`src/hdl/wam_pkg.sv`:
```
// Shared types, constants and helpers for the weekly alarm matcher.
package wam_pkg;

  localparam int unsigned SEC_PER_DAY   = 86400;
  localparam int unsigned SEC_PER_HOUR  = 3600;
  localparam int unsigned SEC_PER_MIN   = 60;
  localparam int unsigned DAYS_PER_WEEK = 7;
  localparam int unsigned MAX_HOUR      = 23;
  localparam int unsigned MAX_MINUTE    = 59;

  // seconds of day fit in 17 bits even for out-of-range query times
  localparam int SEC_W  = 17;
  localparam int WAIT_W = 20;

  localparam logic OP_WRITE = 1'b0;
  localparam logic OP_QUERY = 1'b1;

  typedef struct packed {
    logic       op;
    logic [2:0] slot;
    logic [7:0] alarm_id;
    logic [6:0] day_bits;
    logic [4:0] hour;
    logic [5:0] minute;
    logic [5:0] second;
    logic [4:0] end_hour;
    logic [5:0] end_minute;
    logic       enabled;
  } cmd_t;

  typedef struct packed {
    logic              write_rejected;
    logic              active_found;
    logic [7:0]        active_id;
    logic              next_found;
    logic [7:0]        next_id;
    logic [WAIT_W-1:0] seconds_to_next;
  } result_t;

  typedef enum logic [1:0] {
    KIND_WRITE,
    KIND_REJECT,
    KIND_IGNORE,
    KIND_QUERY
  } kind_t;

  typedef struct packed {
    logic [7:0]       alarm_id;
    logic [6:0]       mask;
    logic [4:0]       start_hour;
    logic [5:0]       start_minute;
    logic [4:0]       end_hour;
    logic [5:0]       end_minute;
    logic             enabled;
    logic [SEC_W-1:0] start_sec;
  } entry_t;

  typedef struct packed {
    kind_t            kind;
    logic [2:0]       slot;
    entry_t           entry;
    logic [6:0]       q_day;
    logic [2:0]       q_day_mod;
    logic [4:0]       q_hour;
    logic [5:0]       q_minute;
    logic [SEC_W-1:0] q_now;
  } job_t;

  function automatic logic [SEC_W-1:0] seconds_of(input logic [4:0] h, input logic [5:0] m,
                                                  input logic [5:0] s);
    return SEC_W'(int'(h) * SEC_PER_HOUR + int'(m) * SEC_PER_MIN + int'(s));
  endfunction

  function automatic logic [WAIT_W-1:0] day_offset(input logic [2:0] d);
    case (d)
      3'd0:    return '0;
      3'd1:    return WAIT_W'(1 * SEC_PER_DAY);
      3'd2:    return WAIT_W'(2 * SEC_PER_DAY);
      3'd3:    return WAIT_W'(3 * SEC_PER_DAY);
      3'd4:    return WAIT_W'(4 * SEC_PER_DAY);
      3'd5:    return WAIT_W'(5 * SEC_PER_DAY);
      3'd6:    return WAIT_W'(6 * SEC_PER_DAY);
      default: return WAIT_W'(7 * SEC_PER_DAY);
    endcase
  endfunction

endpackage

```
`src/hdl/wam_front.sv`:
```
// Front end: classifies each command and precomputes times of day.
module wam_front #(
  parameter int ALARM_SLOTS = 8
) (
  input  wam_pkg::cmd_t cmd,
  output wam_pkg::job_t job
);

  logic       time_ok;
  logic       slot_ok;
  logic [14:0] prod;
  logic [4:0] quot;
  logic [7:0] rem;

  always_comb begin
    time_ok = (cmd.hour <= 5'(wam_pkg::MAX_HOUR)) && (cmd.minute <= 6'(wam_pkg::MAX_MINUTE)) &&
              (cmd.end_hour <= 5'(wam_pkg::MAX_HOUR)) &&
              (cmd.end_minute <= 6'(wam_pkg::MAX_MINUTE));
    slot_ok = 32'(cmd.slot) < 32'(ALARM_SLOTS);

    // weekday mod 7 by reciprocal multiply, one correction step
    prod = 15'(cmd.day_bits) * 15'd147;
    quot = prod[14:10];
    rem  = 8'(cmd.day_bits) - 8'(quot) * 8'(wam_pkg::DAYS_PER_WEEK);
    if (rem >= 8'(wam_pkg::DAYS_PER_WEEK)) begin
      rem = rem - 8'(wam_pkg::DAYS_PER_WEEK);
    end

    if (cmd.op == wam_pkg::OP_QUERY) begin
      job.kind = wam_pkg::KIND_QUERY;
    end else if (!time_ok) begin
      job.kind = wam_pkg::KIND_REJECT;
    end else if (!slot_ok) begin
      job.kind = wam_pkg::KIND_IGNORE;
    end else begin
      job.kind = wam_pkg::KIND_WRITE;
    end

    job.slot               = cmd.slot;
    job.entry.alarm_id     = cmd.alarm_id;
    job.entry.mask         = cmd.day_bits;
    job.entry.start_hour   = cmd.hour;
    job.entry.start_minute = cmd.minute;
    job.entry.end_hour     = cmd.end_hour;
    job.entry.end_minute   = cmd.end_minute;
    job.entry.enabled      = cmd.enabled;
    job.entry.start_sec    = wam_pkg::seconds_of(cmd.hour, cmd.minute, 6'd0);
    job.q_day              = cmd.day_bits;
    job.q_day_mod          = rem[2:0];
    job.q_hour             = cmd.hour;
    job.q_minute           = cmd.minute;
    job.q_now              = wam_pkg::seconds_of(cmd.hour, cmd.minute, cmd.second);
  end

endmodule

```
`src/hdl/wam_queue.sv`:
```
// Two-entry job queue between the front end and the back end.
module wam_queue (
  input  logic          clk,
  input  logic          rst,
  input  logic          push,
  input  wam_pkg::job_t push_job,
  input  logic          pop,
  output wam_pkg::job_t head_job,
  output logic          empty,
  output logic          full
);

  wam_pkg::job_t slots [2];
  logic       wr_ptr;
  logic       rd_ptr;
  logic [1:0] count;

  assign empty    = (count == 2'd0);
  assign full     = (count == 2'd2);
  assign head_job = slots[rd_ptr];

  always_ff @(posedge clk) begin
    if (push) begin
      slots[wr_ptr] <= push_job;
    end
  end

  always_ff @(posedge clk) begin
    if (rst) begin
      wr_ptr <= 1'b0;
      rd_ptr <= 1'b0;
      count  <= 2'd0;
    end else begin
      if (push) begin
        wr_ptr <= ~wr_ptr;
      end
      if (pop) begin
        rd_ptr <= ~rd_ptr;
      end
      case ({push, pop})
        2'b10:   count <= count + 2'd1;
        2'b01:   count <= count - 2'd1;
        default: count <= count;
      endcase
    end
  end

endmodule

```
`src/hdl/wam_back.sv`:
```
// Back end: slot table, write execution and the per-slot query scan.
module wam_back #(
  parameter int ALARM_SLOTS = 8
) (
  input  logic             clk,
  input  logic             rst,
  input  logic             q_empty,
  input  wam_pkg::job_t    head_job,
  output logic             pop,
  output logic             done,
  output wam_pkg::result_t result
);

  localparam int AW = (ALARM_SLOTS > 1) ? $clog2(ALARM_SLOTS) : 1;
  localparam int CW = $clog2(ALARM_SLOTS + 1);

  typedef enum logic {
    ST_IDLE,
    ST_SCAN
  } state_t;

  state_t state;

  wam_pkg::entry_t  mem [ALARM_SLOTS];
  logic [ALARM_SLOTS-1:0] valid;
  wam_pkg::entry_t  rd_data;
  logic             rd_vld;
  logic             rd_en;
  logic [AW-1:0]    rd_addr;
  logic             mem_we;
  logic [AW-1:0]    waddr;
  logic [AW+2:0]    slot_ext;
  logic [CW-1:0]    issue_cnt;
  logic             scan_end;
  logic             done_next;

  // latched query
  logic [6:0]                 q_day;
  logic [2:0]                 q_day_mod;
  logic [4:0]                 q_hour;
  logic [5:0]                 q_minute;
  logic [wam_pkg::SEC_W-1:0]  q_now;

  // scan pipeline
  logic                       s1_valid;
  logic                       s2_valid;
  logic                       s2_has;
  logic                       s2_act;
  logic [7:0]                 s2_id;
  logic [wam_pkg::WAIT_W-1:0] s2_base;

  // running answers
  logic                       act;
  logic [7:0]                 act_id;
  logic                       nxt;
  logic [7:0]                 nxt_id;
  logic [wam_pkg::WAIT_W-1:0] best;

  logic                       live;
  logic [7:0]                 mask8;
  logic                       act_hit;
  logic [6:0]                 rot;
  logic [3:0]                 idx;
  logic [2:0]                 dsel;
  logic                       has;
  logic [wam_pkg::WAIT_W-1:0] base;
  logic [wam_pkg::WAIT_W-1:0] now_w;
  logic [wam_pkg::WAIT_W-1:0] wait_t;

  assign pop      = (state == ST_IDLE) && !q_empty;
  assign mem_we   = pop && (head_job.kind == wam_pkg::KIND_WRITE);
  assign slot_ext = (AW + 3)'(head_job.slot);
  assign waddr    = slot_ext[AW-1:0];
  assign rd_en    = (state == ST_SCAN) && (issue_cnt < CW'(ALARM_SLOTS));
  assign rd_addr  = issue_cnt[AW-1:0];
  // drain the pipeline, then report
  assign scan_end  = (state == ST_SCAN) && !rd_en && !s1_valid && !s2_valid;
  assign done_next = (pop && (head_job.kind != wam_pkg::KIND_QUERY)) || scan_end;

  always_ff @(posedge clk) begin
    if (mem_we) begin
      mem[waddr] <= head_job.entry;
    end
    if (rd_en) begin
      rd_data <= mem[rd_addr];
    end
  end

  // stage 1: active test and earliest start for one slot
  always_comb begin
    live    = rd_vld && rd_data.enabled;
    mask8   = {1'b0, rd_data.mask};
    act_hit = live && (q_day < 7'(wam_pkg::DAYS_PER_WEEK)) && mask8[q_day[2:0]] &&
              (q_hour >= rd_data.start_hour) && (q_hour <= rd_data.end_hour) &&
              (q_minute >= rd_data.start_minute) && (q_minute < rd_data.end_minute);
    idx = '0;
    for (int d = 0; d < 7; d++) begin
      idx = 4'(q_day_mod) + 4'(d);
      if (idx >= 4'(wam_pkg::DAYS_PER_WEEK)) begin
        idx = idx - 4'(wam_pkg::DAYS_PER_WEEK);
      end
      rot[d] = rd_data.mask[idx[2:0]];
    end
    // today's start already passed counts a full week ahead
    dsel = 3'd7;
    for (int d = 6; d >= 1; d--) begin
      if (rot[d]) begin
        dsel = 3'(d);
      end
    end
    if (rot[0] && (rd_data.start_sec >= q_now)) begin
      dsel = 3'd0;
    end
    base = wam_pkg::day_offset(dsel) + wam_pkg::WAIT_W'(rd_data.start_sec);
    has  = live && (rd_data.mask != 7'd0);
  end

  // stage 2: wait time, saturating at zero
  always_comb begin
    now_w  = wam_pkg::WAIT_W'(q_now);
    wait_t = (s2_base >= now_w) ? (s2_base - now_w) : '0;
  end

  always_ff @(posedge clk) begin
    if (rst) begin
      state     <= ST_IDLE;
      valid     <= '0;
      done      <= 1'b0;
      rd_vld    <= 1'b0;
      s1_valid  <= 1'b0;
      s2_valid  <= 1'b0;
      issue_cnt <= '0;
      act       <= 1'b0;
      nxt       <= 1'b0;
    end else begin
      done     <= done_next;
      s1_valid <= rd_en;
      s2_valid <= s1_valid;
      s2_has   <= has;
      s2_act   <= act_hit;
      s2_id    <= rd_data.alarm_id;
      s2_base  <= base;
      if (rd_en) begin
        rd_vld <= valid[rd_addr];
      end
      case (state)
        ST_IDLE: begin
          if (pop) begin
            if (head_job.kind == wam_pkg::KIND_QUERY) begin
              q_day     <= head_job.q_day;
              q_day_mod <= head_job.q_day_mod;
              q_hour    <= head_job.q_hour;
              q_minute  <= head_job.q_minute;
              q_now     <= head_job.q_now;
              act       <= 1'b0;
              act_id    <= '0;
              nxt       <= 1'b0;
              nxt_id    <= '0;
              best      <= '0;
              issue_cnt <= '0;
              state     <= ST_SCAN;
            end else begin
              if (head_job.kind == wam_pkg::KIND_WRITE) begin
                valid[waddr] <= 1'b1;
              end
              result.write_rejected  <= (head_job.kind == wam_pkg::KIND_REJECT);
              result.active_found    <= 1'b0;
              result.active_id       <= '0;
              result.next_found      <= 1'b0;
              result.next_id         <= '0;
              result.seconds_to_next <= '0;
            end
          end
        end
        ST_SCAN: begin
          if (rd_en) begin
            issue_cnt <= issue_cnt + CW'(1);
          end
          if (s2_valid) begin
            if (s2_act && !act) begin
              act    <= 1'b1;
              act_id <= s2_id;
            end
            if (s2_has && (!nxt || (wait_t < best))) begin
              nxt    <= 1'b1;
              nxt_id <= s2_id;
              best   <= wait_t;
            end
          end
          if (scan_end) begin
            result.write_rejected  <= 1'b0;
            result.active_found    <= act;
            result.active_id       <= act_id;
            result.next_found      <= nxt;
            result.next_id         <= nxt_id;
            result.seconds_to_next <= best;
            state                  <= ST_IDLE;
          end
        end
        default: state <= ST_IDLE;
      endcase
    end
  end

endmodule

```
`src/hdl/weekly_alarm_matcher.sv`:
```
// Top level of the weekly alarm matcher: front end, job queue and back end.
//
//   channel   ports              beat taken when
//   command   start, cmd, busy   start && !busy at the rising edge
//   result    done, result       done high, one cycle, no back-pressure
//
// A write beat is queued, popped once the back end is idle, and reported by the
// registered done. A query scans the slot table one slot per cycle through a
// two-stage pipeline behind the table read port.
// The two-entry queue lets up to two commands wait while the back end works;
// busy is high while it is full. Synchronous reset clears the valid bit of every
// slot at once, so commands are taken from the first cycle after reset.
module weekly_alarm_matcher #(
  parameter int ALARM_SLOTS = 8
) (
  input  logic             clk,
  input  logic             rst,
  input  logic             start,
  input  wam_pkg::cmd_t    cmd,
  output logic             busy,
  output logic             done,
  output wam_pkg::result_t result
);

  wam_pkg::job_t front_job;
  wam_pkg::job_t head_job;
  logic          push;
  logic          pop;
  logic          q_empty;
  logic          q_full;

  assign busy = q_full;
  assign push = start && !q_full;

  wam_front #(
    .ALARM_SLOTS(ALARM_SLOTS)
  ) u_front (
    .cmd(cmd),
    .job(front_job)
  );

  wam_queue u_queue (
    .clk(clk),
    .rst(rst),
    .push(push),
    .push_job(front_job),
    .pop(pop),
    .head_job(head_job),
    .empty(q_empty),
    .full(q_full)
  );

  wam_back #(
    .ALARM_SLOTS(ALARM_SLOTS)
  ) u_back (
    .clk(clk),
    .rst(rst),
    .q_empty(q_empty),
    .head_job(head_job),
    .pop(pop),
    .done(done),
    .result(result)
  );

endmodule
```
`config.mk`:
```
export PLATFORM = sky130hd
export DESIGN_NAME = weekly_alarm_matcher
export DESIGN_NICKNAME = d
export VERILOG_FILES = /design/src/hdl/wam_pkg.sv /design/src/hdl/wam_front.sv /design/src/hdl/wam_queue.sv /design/src/hdl/wam_back.sv /design/src/hdl/weekly_alarm_matcher.sv
export SDC_FILE = /design/constraint.sdc
export NUM_CORES = 1
export LEC_CHECK = 0
export BUFFER_PORTS_ARGS = -buffer_cell sky130_fd_sc_hd__buf_2
export CAP_MARGIN = 20
export CORE_MARGIN = 10
export CORE_UTILIZATION = 58
export DETAILED_ROUTE_END_ITERATION = 12
export GPL_TIMING_DRIVEN = 0
export PLACE_DENSITY = 0.81
export SLEW_MARGIN = 0
export SYNTH_ARGS = -nofsm -noshare
export SYNTH_HDL_FRONTEND = slang
export SYNTH_SLANG_ARGS = --single-unit
```
`constraint.sdc`:
```
create_clock -name clk -period 9.2 [get_ports clk]
set_input_delay 0.46 -clock clk [delete_from_list [all_inputs] [get_ports clk]]
set_output_delay 0.46 -clock clk [all_outputs]
set_load 0.01 [all_outputs]
```
==> reports/qor.txt <==
Busiest grt layer - met2
Clk sinks - 787
Mapped cell area - 35600 µm²
Max-slew violations - 0
Post-synth EDFFs - 763
Outcome - finished, final reports clean
Max transition margin - 29.9%
Worst Tran Pin Value - 1.05 ns
Part of the Yosys area used for sequential elements - 65.6%
Total power - 11400 µW
Post-Synthesis Cells - 2194
Initial drt markers - 2234
Leakage power - 0.0144 µW
Area Overhead vs Synth - 12.6%
# port buffers - 91
Met2 usage - 38.3%
Fmax - 136 MHz
CTS max path bufs - 3
Dpl hpwl - 52100 µm
ANT cells - 0
CTS HTree Levels - 3
Commonest non-fill, non-tap cell in the layout - edfxtp_1
Filler cell count - 3818
Syn_nets - 2467
Final Setup Violations - 0
Synth Flop Type - edfxtp_1
Yosys reg bits - 787
Avg WL per Cell - 24.8 µm
Latest clock arrival within the worst-skew pair - 0.63 ns
Total core area - 60600 µm²
Die width - 268 µm
Reg clk slew, reported paths - 0.06 ns
Num CTS Buffers - 74
Crit path capture type - flop
Hold Buf Count CTS - 0
Via density - 6.24
DR DRC count - 0
First-pass GRT wire length - 122000 µm
Final hold vios - 0
Power density over the cells - 283 nW/µm²
Post-CTS setup buffer count - 0
M1 GR Usage - 28.6%
Global route overflow - 0
Die footprint - 71800 µm²
Total wire length - 80000 µm
Layout cells sized above 1 - 20.7%
Total track usage - 22.5%
Setup_tns - 0 ns
Post-CTS resize count - 0
Gpl congestion - 0.855
Tmin final - 7.35 ns
Clock Skew - 0.0278 ns
Initial core utilization - 58.8%
HP Class - input pin to flop
Root buf cell - clkbuf_16
Max VDD drop - 0.000265 V
Global Route met3 Usage - 4.67%
Final Cycle Share - 79.8%
RSZ-0062 raised after global routing - false
Antenna violations before repair - 4
CP Class - input pin to flop
Die height - 268 µm
Drt first pass iters - 7
Vias - 20158
CTS tree - built
I/O pin count - 92
Synthesized area per cell - 16.2 µm²
Post-DRT Antenna Nets - 0
Largest net degree at the start of global routing - 68
Commonest cells after routing, fill and taps aside - edfxtp_1 (763), ha_1 (199), inv_1 (149)
Asr flop ratio synth - 0%
Num rows - 90
Yosys warning total - 0
Number of global-route vias before repair - 20364
Worst endpoint data arrival time - 7.72 ns
CP Data Required Time - 9.57 ns
CP startpoint kind - input pin
Final #Nets - 2662
Post-synth cell types - 71
Crit path max fanout - 8
MaxCap Viol Count - 0
## synth_stat cells (8+ instances only)
cell	number	share of area, %
fa_1	23	1.3
a31oi_1	16	0.28
nor2b_1	17	0.30
and3_1	19	0.33
o21a_1	8	0.17
mux4_2	111	7.0
a21oi_1	72	1.0
ha_1	199	7.0
nand4_1	8	0.14
nand2_1	60	0.63
nand3_1	20	0.28
dfxtp_1	24	1.3
and2_1	59	1.0
nor4_1	11	0.19
xnor2_1	49	1.2
edfxtp_1	763	64
nor3b_1	9	0.19
buf_1	16	0.17
nand2b_1	17	0.30
o31ai_1	9	0.19
o21ai_0	33	0.46
clkbuf_1	48	0.51
xor2_1	26	0.64
inv_1	150	1.6
a211oi_1	10	0.21
o21bai_1	8	0.17
or2_2	8	0.14
mux2i_1	19	0.53
nor2_1	98	1.0
nor3_1	29	0.41
a21o_1	30	0.63
mux2_2	131	4.1
## critical path, cell delays in order
cell      delay, ns
buf_2          0.19
inv_1          0.07
ha_1           0.27
inv_1          0.05
fa_1           0.39
ha_1           0.30
fa_1           0.47
ha_1           0.31
nand4_1        0.12
o221ai_1       0.29
o221ai_1       0.23
a21boi_0       0.50
nor2_1         0.10
xor2_1         0.36
inv_1          0.12
fa_1           0.55
inv_1          0.06
fa_1           0.50
inv_1          0.05
ha_1           0.34
o21a_1         0.17
nor3_1         0.18
a211oi_1       0.08
a211o_1        0.30
a221o_1        0.38
nor4_1         0.29
mux2_2         0.24
mux2_2         0.35
## report_power, final
group	leakage (µW)	switching [µW]	total (µW)	internal [µW]
registers	0.00717	131	4830	4700
logic	0.00602	2100	3470	1370
clock network	0.00120	1320	3080	1750
## cell type report
type | instances | area [µm²] | share of cell area [%]
Sequential cell | 787 | 23400 | 58.3
Timing Repair Buffer | 119 | 983 | 2.45
Clock inverter | 49 | 487 | 1.21
Buffer | 71 | 288 | 0.717
Multi-Input combinational cell | 1186 | 11500 | 28.7
Inverter | 150 | 563 | 1.40
Tap cell | 782 | 978 | 2.44
Clock buffer | 88 | 1950 | 4.85
## path summary, 6_finish.rpt
path / start / endpoint / slack [ns] / depth (start not counted)
max: cmd[34] / u_queue.slots[0][29] / 1.85 / 28
min: cmd[7] / u_queue.slots[1][62] / 0.03 / 1
max reg2reg: u_back.q_day_mod[0] / u_back.s2_base[18] / 2.68 / 25
min reg2reg: u_back.rd_data[51] / u_back.s2_id[4] / 0.42 / 0
## kinds of logic after synthesis
| kind of cell | after synthesis | synth area share [%] |
|---|---|---|
| fa+ha+maj | 222 | 8.28 |
| xor+xnor | 75 | 1.84 |
| compound gates | 249 | 4.64 |
| buf+inv | 221 | 2.39 |
| flops | 787 | 65.6 |
| simple gates | 378 | 5.50 |
| mux | 262 | 11.7 |
## registers in the layout, summed over array words and instances, names as in the netlist, 4 cells and up, named ones only
register and flops:
u_back.mask8 7, u_back.rd_data 45, u_back.issue_cnt 4, u_back.q_minute 6, u_back.q_day 7, u_back.nxt_id 8
u_queue.slots 154, u_back.q_now 17, u_back.mem 416, u_back.s2_base 18, u_back.best 20, u_back.valid 8
u_back.result 39, u_back.act_id 8, u_back.q_hour 5, u_back.s2_id 8
## stage by stage
| stage | setup WS, ns | instances | hold WS [ns] | area (µm²) | utilization (%) |
|---|---|---|---|---|---|
| 2_1_floorplan | 2.29 | 2194 | 0.400 | 35600 | - |
| 3_5_place_dp | 1.23 | 3089 | 0.405 | 37600 | 62.1 |
| 4_1_cts | 1.86 | 3226 | 0.00362 | 40100 | 66.1 |
| 6_report | 1.85 | 3232 | 0.0253 | 40100 | 66.3 |
| 5_1_grt | 1.36 | 3232 | 0.00322 | 40100 | 66.3 |
| 3_3_place_gp | 1.42 | 3067 | 0.408 | 37100 | 61.2 |
## routing by layer
| layer | routed length [µm] | vias up |
|---|---|---|
| li1 | - | 8835 |
| met1 | 30500 | 10073 |
| met2 | 40200 | 1088 |
| met3 | 7210 | 156 |
| met4 | 2170 | 6 |
| met5 | 42 | - |
Power figures use the tool's default switching activity.
